[src/rtl/aeske_pkg.sv]
// ----------------------------------------------------------------------------
// aeske_pkg
// shared types, codes and tables for the aes-128 round key expander
// ----------------------------------------------------------------------------
package aeske_pkg;

  typedef enum logic {
    OP_LOAD   = 1'b0,
    OP_EXPAND = 1'b1
  } op_t;

  typedef struct packed {
    op_t         op;
    logic [63:0] key_high;
    logic [63:0] key_low;
    logic [3:0]  round;
  } in_item_t;

  typedef struct packed {
    logic [63:0] round_key_high;
    logic [63:0] round_key_low;
  } out_item_t;

  // round key as four words, word 0 in the top bits
  typedef logic [3:0][31:0] key_words_t;

  localparam logic [7:0] SBOX [0:255] = '{
    8'h63,8'h7c,8'h77,8'h7b,8'hf2,8'h6b,8'h6f,8'hc5,8'h30,8'h01,8'h67,8'h2b,8'hfe,8'hd7,8'hab,8'h76,
    8'hca,8'h82,8'hc9,8'h7d,8'hfa,8'h59,8'h47,8'hf0,8'had,8'hd4,8'ha2,8'haf,8'h9c,8'ha4,8'h72,8'hc0,
    8'hb7,8'hfd,8'h93,8'h26,8'h36,8'h3f,8'hf7,8'hcc,8'h34,8'ha5,8'he5,8'hf1,8'h71,8'hd8,8'h31,8'h15,
    8'h04,8'hc7,8'h23,8'hc3,8'h18,8'h96,8'h05,8'h9a,8'h07,8'h12,8'h80,8'he2,8'heb,8'h27,8'hb2,8'h75,
    8'h09,8'h83,8'h2c,8'h1a,8'h1b,8'h6e,8'h5a,8'ha0,8'h52,8'h3b,8'hd6,8'hb3,8'h29,8'he3,8'h2f,8'h84,
    8'h53,8'hd1,8'h00,8'hed,8'h20,8'hfc,8'hb1,8'h5b,8'h6a,8'hcb,8'hbe,8'h39,8'h4a,8'h4c,8'h58,8'hcf,
    8'hd0,8'hef,8'haa,8'hfb,8'h43,8'h4d,8'h33,8'h85,8'h45,8'hf9,8'h02,8'h7f,8'h50,8'h3c,8'h9f,8'ha8,
    8'h51,8'ha3,8'h40,8'h8f,8'h92,8'h9d,8'h38,8'hf5,8'hbc,8'hb6,8'hda,8'h21,8'h10,8'hff,8'hf3,8'hd2,
    8'hcd,8'h0c,8'h13,8'hec,8'h5f,8'h97,8'h44,8'h17,8'hc4,8'ha7,8'h7e,8'h3d,8'h64,8'h5d,8'h19,8'h73,
    8'h60,8'h81,8'h4f,8'hdc,8'h22,8'h2a,8'h90,8'h88,8'h46,8'hee,8'hb8,8'h14,8'hde,8'h5e,8'h0b,8'hdb,
    8'he0,8'h32,8'h3a,8'h0a,8'h49,8'h06,8'h24,8'h5c,8'hc2,8'hd3,8'hac,8'h62,8'h91,8'h95,8'he4,8'h79,
    8'he7,8'hc8,8'h37,8'h6d,8'h8d,8'hd5,8'h4e,8'ha9,8'h6c,8'h56,8'hf4,8'hea,8'h65,8'h7a,8'hae,8'h08,
    8'hba,8'h78,8'h25,8'h2e,8'h1c,8'ha6,8'hb4,8'hc6,8'he8,8'hdd,8'h74,8'h1f,8'h4b,8'hbd,8'h8b,8'h8a,
    8'h70,8'h3e,8'hb5,8'h66,8'h48,8'h03,8'hf6,8'h0e,8'h61,8'h35,8'h57,8'hb9,8'h86,8'hc1,8'h1d,8'h9e,
    8'he1,8'hf8,8'h98,8'h11,8'h69,8'hd9,8'h8e,8'h94,8'h9b,8'h1e,8'h87,8'he9,8'hce,8'h55,8'h28,8'hdf,
    8'h8c,8'ha1,8'h89,8'h0d,8'hbf,8'he6,8'h42,8'h68,8'h41,8'h99,8'h2d,8'h0f,8'hb0,8'h54,8'hbb,8'h16
  };

  // round constant, zero outside rounds 1 to 10
  function automatic logic [7:0] rcon(input logic [3:0] round);
    logic [7:0] r;
    case (round)
      4'd1:    r = 8'h01;
      4'd2:    r = 8'h02;
      4'd3:    r = 8'h04;
      4'd4:    r = 8'h08;
      4'd5:    r = 8'h10;
      4'd6:    r = 8'h20;
      4'd7:    r = 8'h40;
      4'd8:    r = 8'h80;
      4'd9:    r = 8'h1b;
      4'd10:   r = 8'h36;
      default: r = 8'h00;
    endcase
    return r;
  endfunction

endpackage

[src/rtl/aeske_round_core.sv]
// ----------------------------------------------------------------------------
// aeske_round_core
// next stored key for one item: load a cipher key or expand one round
// ----------------------------------------------------------------------------
module aeske_round_core (
  input  aeske_pkg::key_words_t key,
  input  aeske_pkg::in_item_t   item,
  output aeske_pkg::key_words_t key_next
);
  import aeske_pkg::*;

  logic [31:0] rot;
  logic [31:0] temp;
  key_words_t  expanded;

  // rotate word 3 left one byte, substitute, add rcon to the top byte
  assign rot = {key[0][23:0], key[0][31:24]};

  always_comb begin
    for (int i = 0; i < 4; i++) begin
      temp[i*8 +: 8] = SBOX[rot[i*8 +: 8]];
    end
    temp[31:24] = temp[31:24] ^ rcon(item.round);
  end

  // key[3] is word 0, key[0] is word 3
  always_comb begin
    expanded[3] = key[3] ^ temp;
    expanded[2] = key[2] ^ expanded[3];
    expanded[1] = key[1] ^ expanded[2];
    expanded[0] = key[0] ^ expanded[1];
  end

  always_comb begin
    case (item.op)
      OP_LOAD:   key_next = {item.key_high, item.key_low};
      OP_EXPAND: key_next = expanded;
      default:   key_next = expanded;
    endcase
  end

endmodule

[src/rtl/aes128_key_expand_round.sv]
// ----------------------------------------------------------------------------
// aes128_key_expand_round
// aes-128 key schedule, one round key per transfer
// ----------------------------------------------------------------------------
// The block holds the current round key. A load transfer stores a new cipher
// key, an expand transfer with round 1 to 10 replaces the stored key with the
// next round key; every transfer returns the key as stored after it. An item
// passes through the input register, where the s-box lookups and the
// chained word xors run, and then sits in the output register until taken.
// One item is taken every clock as long as results are taken; the four
// parallel s-box lookups followed by the chain of four word xors in the
// input stage set the clock period.
module aes128_key_expand_round (
  input  logic                 clk,
  input  logic                 rst,
  input  logic                 in_valid,
  output logic                 in_stall,
  input  aeske_pkg::in_item_t  in_data,
  output logic                 out_valid,
  input  logic                 out_stall,
  output aeske_pkg::out_item_t out_data
);
  import aeske_pkg::*;

  // input stage
  logic       stage_valid;
  in_item_t   stage_item;
  logic       advance;

  // stored round key, word 0 in the top bits
  key_words_t key;
  key_words_t key_next;

  aeske_round_core u_core (
    .key      (key),
    .item     (stage_item),
    .key_next (key_next)
  );

  // stage moves into the output register when that register is free or draining
  assign advance  = stage_valid && (!out_valid || !out_stall);
  // stage can take a new transfer when empty or moving on this cycle
  assign in_stall = stage_valid && !advance;

  always_ff @(posedge clk) begin
    if (rst) begin
      stage_valid <= 1'b0;
    end else if (!in_stall) begin
      stage_valid <= in_valid;
    end
  end

  always_ff @(posedge clk) begin
    if (in_valid && !in_stall) begin
      stage_item <= in_data;
    end
  end

  // key state commits as the item leaves the input stage
  always_ff @(posedge clk) begin
    if (rst) begin
      key <= '0;
    end else if (advance) begin
      key <= key_next;
    end
  end

  // output register
  always_ff @(posedge clk) begin
    if (rst) begin
      out_valid <= 1'b0;
    end else if (advance) begin
      out_valid <= 1'b1;
    end else if (!out_stall) begin
      out_valid <= 1'b0;
    end
  end

  always_ff @(posedge clk) begin
    if (advance) begin
      out_data <= {key_next[3], key_next[2], key_next[1], key_next[0]};
    end
  end

endmodule
[config.mk]
export PLATFORM = sky130hd
export DESIGN_NAME = aes128_key_expand_round
export DESIGN_NICKNAME = d
export VERILOG_FILES = /design/src/rtl/aeske_pkg.sv /design/src/rtl/aeske_round_core.sv /design/src/rtl/aes128_key_expand_round.sv
export SDC_FILE = /design/constraint.sdc
export NUM_CORES = 1
export LEC_CHECK = 0
export BUFFER_PORTS_ARGS = -buffer_cell sky130_fd_sc_hd__buf_4
export CAP_MARGIN = 0
export CELL_PAD_IN_SITES_DETAIL_PLACEMENT = 1
export CELL_PAD_IN_SITES_GLOBAL_PLACEMENT = 1
export CORE_MARGIN = 4
export CORE_UTILIZATION = 25
export DETAILED_ROUTE_END_ITERATION = 6
export MAX_ROUTING_LAYER = met4
export PLACE_DENSITY = 0.51
export SLEW_MARGIN = 15
export SYNTH_ARGS = -nofsm -noshare
export SYNTH_HDL_FRONTEND = slang
export SYNTH_SLANG_ARGS = --single-unit
export TNS_END_PERCENT = 5
[constraint.sdc]
create_clock -name clk -period 12.9 [get_ports clk]
set_input_delay 0.645 -clock clk [delete_from_list [all_inputs] [get_ports clk]]
set_output_delay 0.645 -clock clk [all_outputs]
set_load 0.01 [all_outputs]
==> results.ini <==
[worst_hold_path]
hold_path_end = stage_item[43]
min_delay_path_depth = 1
hp-class = in2reg
min_from = in_data[43]

[critical_path]
slowest_stage = ha_1
critPathMaxStageDelay_ns = 1.02
reg2regPathDepth = 12
required_ns = 13.47
r2r_start = key[16]
crit_path_cell_trace = buf_4 -> inv_1 -> ha_1 -> inv_1 -> mux4_2 -> mux4_2 -> nand2_1 -> a32oi_1 -> xnor2_1 -> xnor2_1 -> or4_1 -> a31oi_1
cp_max_fo = 41
arrival_ns = 6.03
cp-end-kind = flip-flop
r2r_slack_ns = 7.44
timing.rr.end = key[30]
worstSetupStartpointType = flip-flop
crit_type = reg2reg

[drt]
first_pass_iters = 6
dr_total_vias = 32200
ant_nets = 0
via_per_inst = 5.76
routed_wirelength_mm = 155
remaining_drc_errors = 0
post_drt_wl_per_cell_um = 27.7
dr.first_iter.drc_count = 3199

[floorplan]
fp.dieW_um = 370
coreArea_um2 = 130000
dieArea_um2 = 137000
die_h_um = 370
start_util_pct = 25.3
rows = 132
io_pins = 267

[power]
p_sw_mw = 3.41
p_clk_share_pct = 20.3
powerDensity_nw_per_um2 = 195
leakage_nw = 13.1
irDropWorstVdd_v = 0.000111
pwr-share-seq_pct = 24.1
switching_share_pct = 46.5
power.total_mw = 7.34
comb_power_share_pct = 55.6
p_int_mw = 3.92

[synthesis]
yosysUniqueCellTypes = 106
synth_edf_count = 261
ys.flop_type = edfxtp_1
postSynthAreaPerCell_um2 = 8.59
yosysSeqAreaShare_pct = 32.3
syn_inst = 3817
synth_seq_cells = 399
yosysWarnings = 0
synthesis.area_um2 = 32800
async_flop_share_pct = 0
synth_nets = 4018

[placement]
hpwl_mm = 106
dp.cells = 5496
gp_congestion = 0.972
port_buffers = 266
placed_cell_area_um2 = 35900

[clocking]
hold_buffers = 0
htree_levels = 2
cts_made_buffers = 52
postCtsSetupBuffers = 0
clk_pin_slew_ns = 0.06
clkLatencyLatePin_ns = 0.67
clock_sinks = 399
cts_tree = done
clock_path_buffers = 3
cts.repair.resized = 0
cts_root_buf = clkbuf_16

[timing]
finalHoldViolCount = 0
fin_setup_tns_ns = 0
fin_crit_ns = 5.46
worst_pin_slew_ns = 0.965
max_slew_margin_pct = 34.0
max_clock_freq_mhz = 183
rsz0062_at_grt = false
clock_skew_ns = 0.0615
drv_slew = 0
setup_viol = 0
post-route-period-util_pct = 42.3

[status]
run_status = completed

[grt]
grt_pass1_vias = 31600
grt_start_max_net_pins = 115
track_usage_pct = 22.4
antenna_found_initial = 5
grt_pass1_wl_mm = 227
grt_remaining_overflow = 0

[layout]
stdcell_count = 5597
fin_area_um2 = 37600
drive_above_1_share_pct = 16.2
fin_nets = 4009
syn_to_final_growth_pct = 14.6

[flow_run]
maxCapViolCount = 0

[cell usage in the layout, fill, tap and decap left out, types with 52 or more instances in the layout]
master,Yosys,layout
nor3_1,97,97
nor2_1,288,288
o21ai_0,212,212
xnor2_1,110,110
inv_1,70,67
edfxtp_1,261,261
nand3_1,119,119
nand2_1,305,304
a31oi_1,118,118
a211oi_1,63,63
o211ai_1,52,52
mux4_2,68,68
ha_1,64,64
clkbuf_16,0,52
dfxtp_1,138,123
buf_4,11,346
nand2b_1,115,115
nor2b_1,111,111
a21oi_1,257,257
[critical path: cells and delay by family, from the launching register on]
kind	cells	cell delay, ns
multiplexers	2	0.95
AND/OR/NAND/NOR	2	0.53
AO/OA/AOI/OAI	2	0.36
XOR/XNOR	2	1.05
buffers and inverters	3	1.11
flip-flops	1	0.31
adder cells (fa/ha/maj)	1	1.02
[per-layer routing]
metal / wire [um] / GRT usage, %
met4: 5550 / 7.23
met1: 70800 / 31.4
met2: 68500 / 33.4
met3: 9950 / 2.69
met5: 0 / -
[power groups by stage]
stage / clock network (mW) / logic [mW] / registers [mW]
floorplan: 0 / 2.67 / 1.71
global placement: 0 / 4.04 / 1.79
detailed placement: 0 / 4.03 / 1.79
CTS: 1.54 / 4.06 / 1.77
global route: 1.59 / 4.35 / 1.79
finish: 1.49 / 4.07 / 1.77
[kinds of logic (layout without fill, tap and decap cells)]
logic type	Yosys count	count (layout)	share of synthesized area [%]
AOI/OAI and AO/OA	1209	1209	25.4
DFF	399	399	32.3
muxes	166	166	7.87
and+or+nand+nor	1328	1328	20.7
xor gates and xnor gates	155	155	4.82
adders and majority gates	66	66	2.50
other	0	4	0
buffers and inverters	494	528	6.40
[flip-flops by register name, indices dropped and copies added, names as in the netlist, named ones only]
signal	count
stage_item	133
out_data	128
stage_valid	1
out_valid	1
key	128
[worst max path at each step]
stage	start	endpoint	cells after the start
floorplan	out_stall	out_data[0]	6
global placement	key[16]	key[30]	12
detailed placement	key[16]	key[30]	12
CTS	key[8]	key[18]	12
global route	key[8]	key[18]	12
finish	key[16]	key[30]	12
[synthesized netlist by cell type (16+ instances only)]
| cell | number | area, um^2 |
|---|---|---|
| or3_1 | 28 | 175 |
| nand3b_1 | 29 | 218 |
| mux2_2 | 47 | 529 |
| buf_2 | 105 | 526 |
| inv_1 | 70 | 263 |
| and2_1 | 38 | 238 |
| o221ai_1 | 20 | 175 |
| nor3b_1 | 30 | 225 |
| o21ai_0 | 212 | 1060 |
| nor2_1 | 288 | 1080 |
| mux4_2 | 68 | 1530 |
| xor2_1 | 27 | 236 |
| nand2b_1 | 115 | 719 |
| a311oi_1 | 42 | 368 |
| and3_1 | 38 | 238 |
| o211ai_1 | 52 | 390 |
| o2111ai_1 | 18 | 158 |
| nor2b_1 | 111 | 694 |
| dfxtp_1 | 138 | 2760 |
| edfxtp_1 | 261 | 7840 |
| o21a_1 | 33 | 248 |
| or2_2 | 23 | 144 |
| clkbuf_1 | 243 | 912 |
| o31ai_1 | 32 | 240 |
| or4_1 | 28 | 210 |
| a211oi_1 | 63 | 473 |
| ha_1 | 64 | 801 |
| a31oi_1 | 118 | 738 |
| nor3_1 | 97 | 485 |
| a221oi_1 | 22 | 193 |
| a21oi_1 | 257 | 1290 |
| a2111oi_0 | 16 | 140 |
| xnor2_1 | 110 | 963 |
| o22ai_1 | 16 | 100 |
| o311ai_0 | 41 | 359 |
| nand3_1 | 119 | 596 |
| nand4_1 | 16 | 100 |
| a21o_1 | 50 | 375 |
| buf_1 | 42 | 158 |
| nand2_1 | 305 | 1140 |
| mux2i_1 | 45 | 450 |
[layout make-up]
class,instances,area (um^2)
fillers,15200,92200
multi-input cells,2924,20100
flip-flops and latches,399,10600
repair buffers,347,2610
well taps,1742,2180
clock buffers,66,1370
clock inverters,31,345
inverters,84,335
diodes,4,10.0
[through the flow]
stage	hold slack [ns]	utilization, %	setup slack [ns]
after floorplan	0.448	-	7.26
after global placement	0.456	27.6	7.61
after detailed placement	0.462	27.6	7.53
after CTS	0.0880	28.9	7.50
after global routing	0.110	28.9	7.16
final	0.147	29.0	7.44
Power figures use the tool's default switching activity.
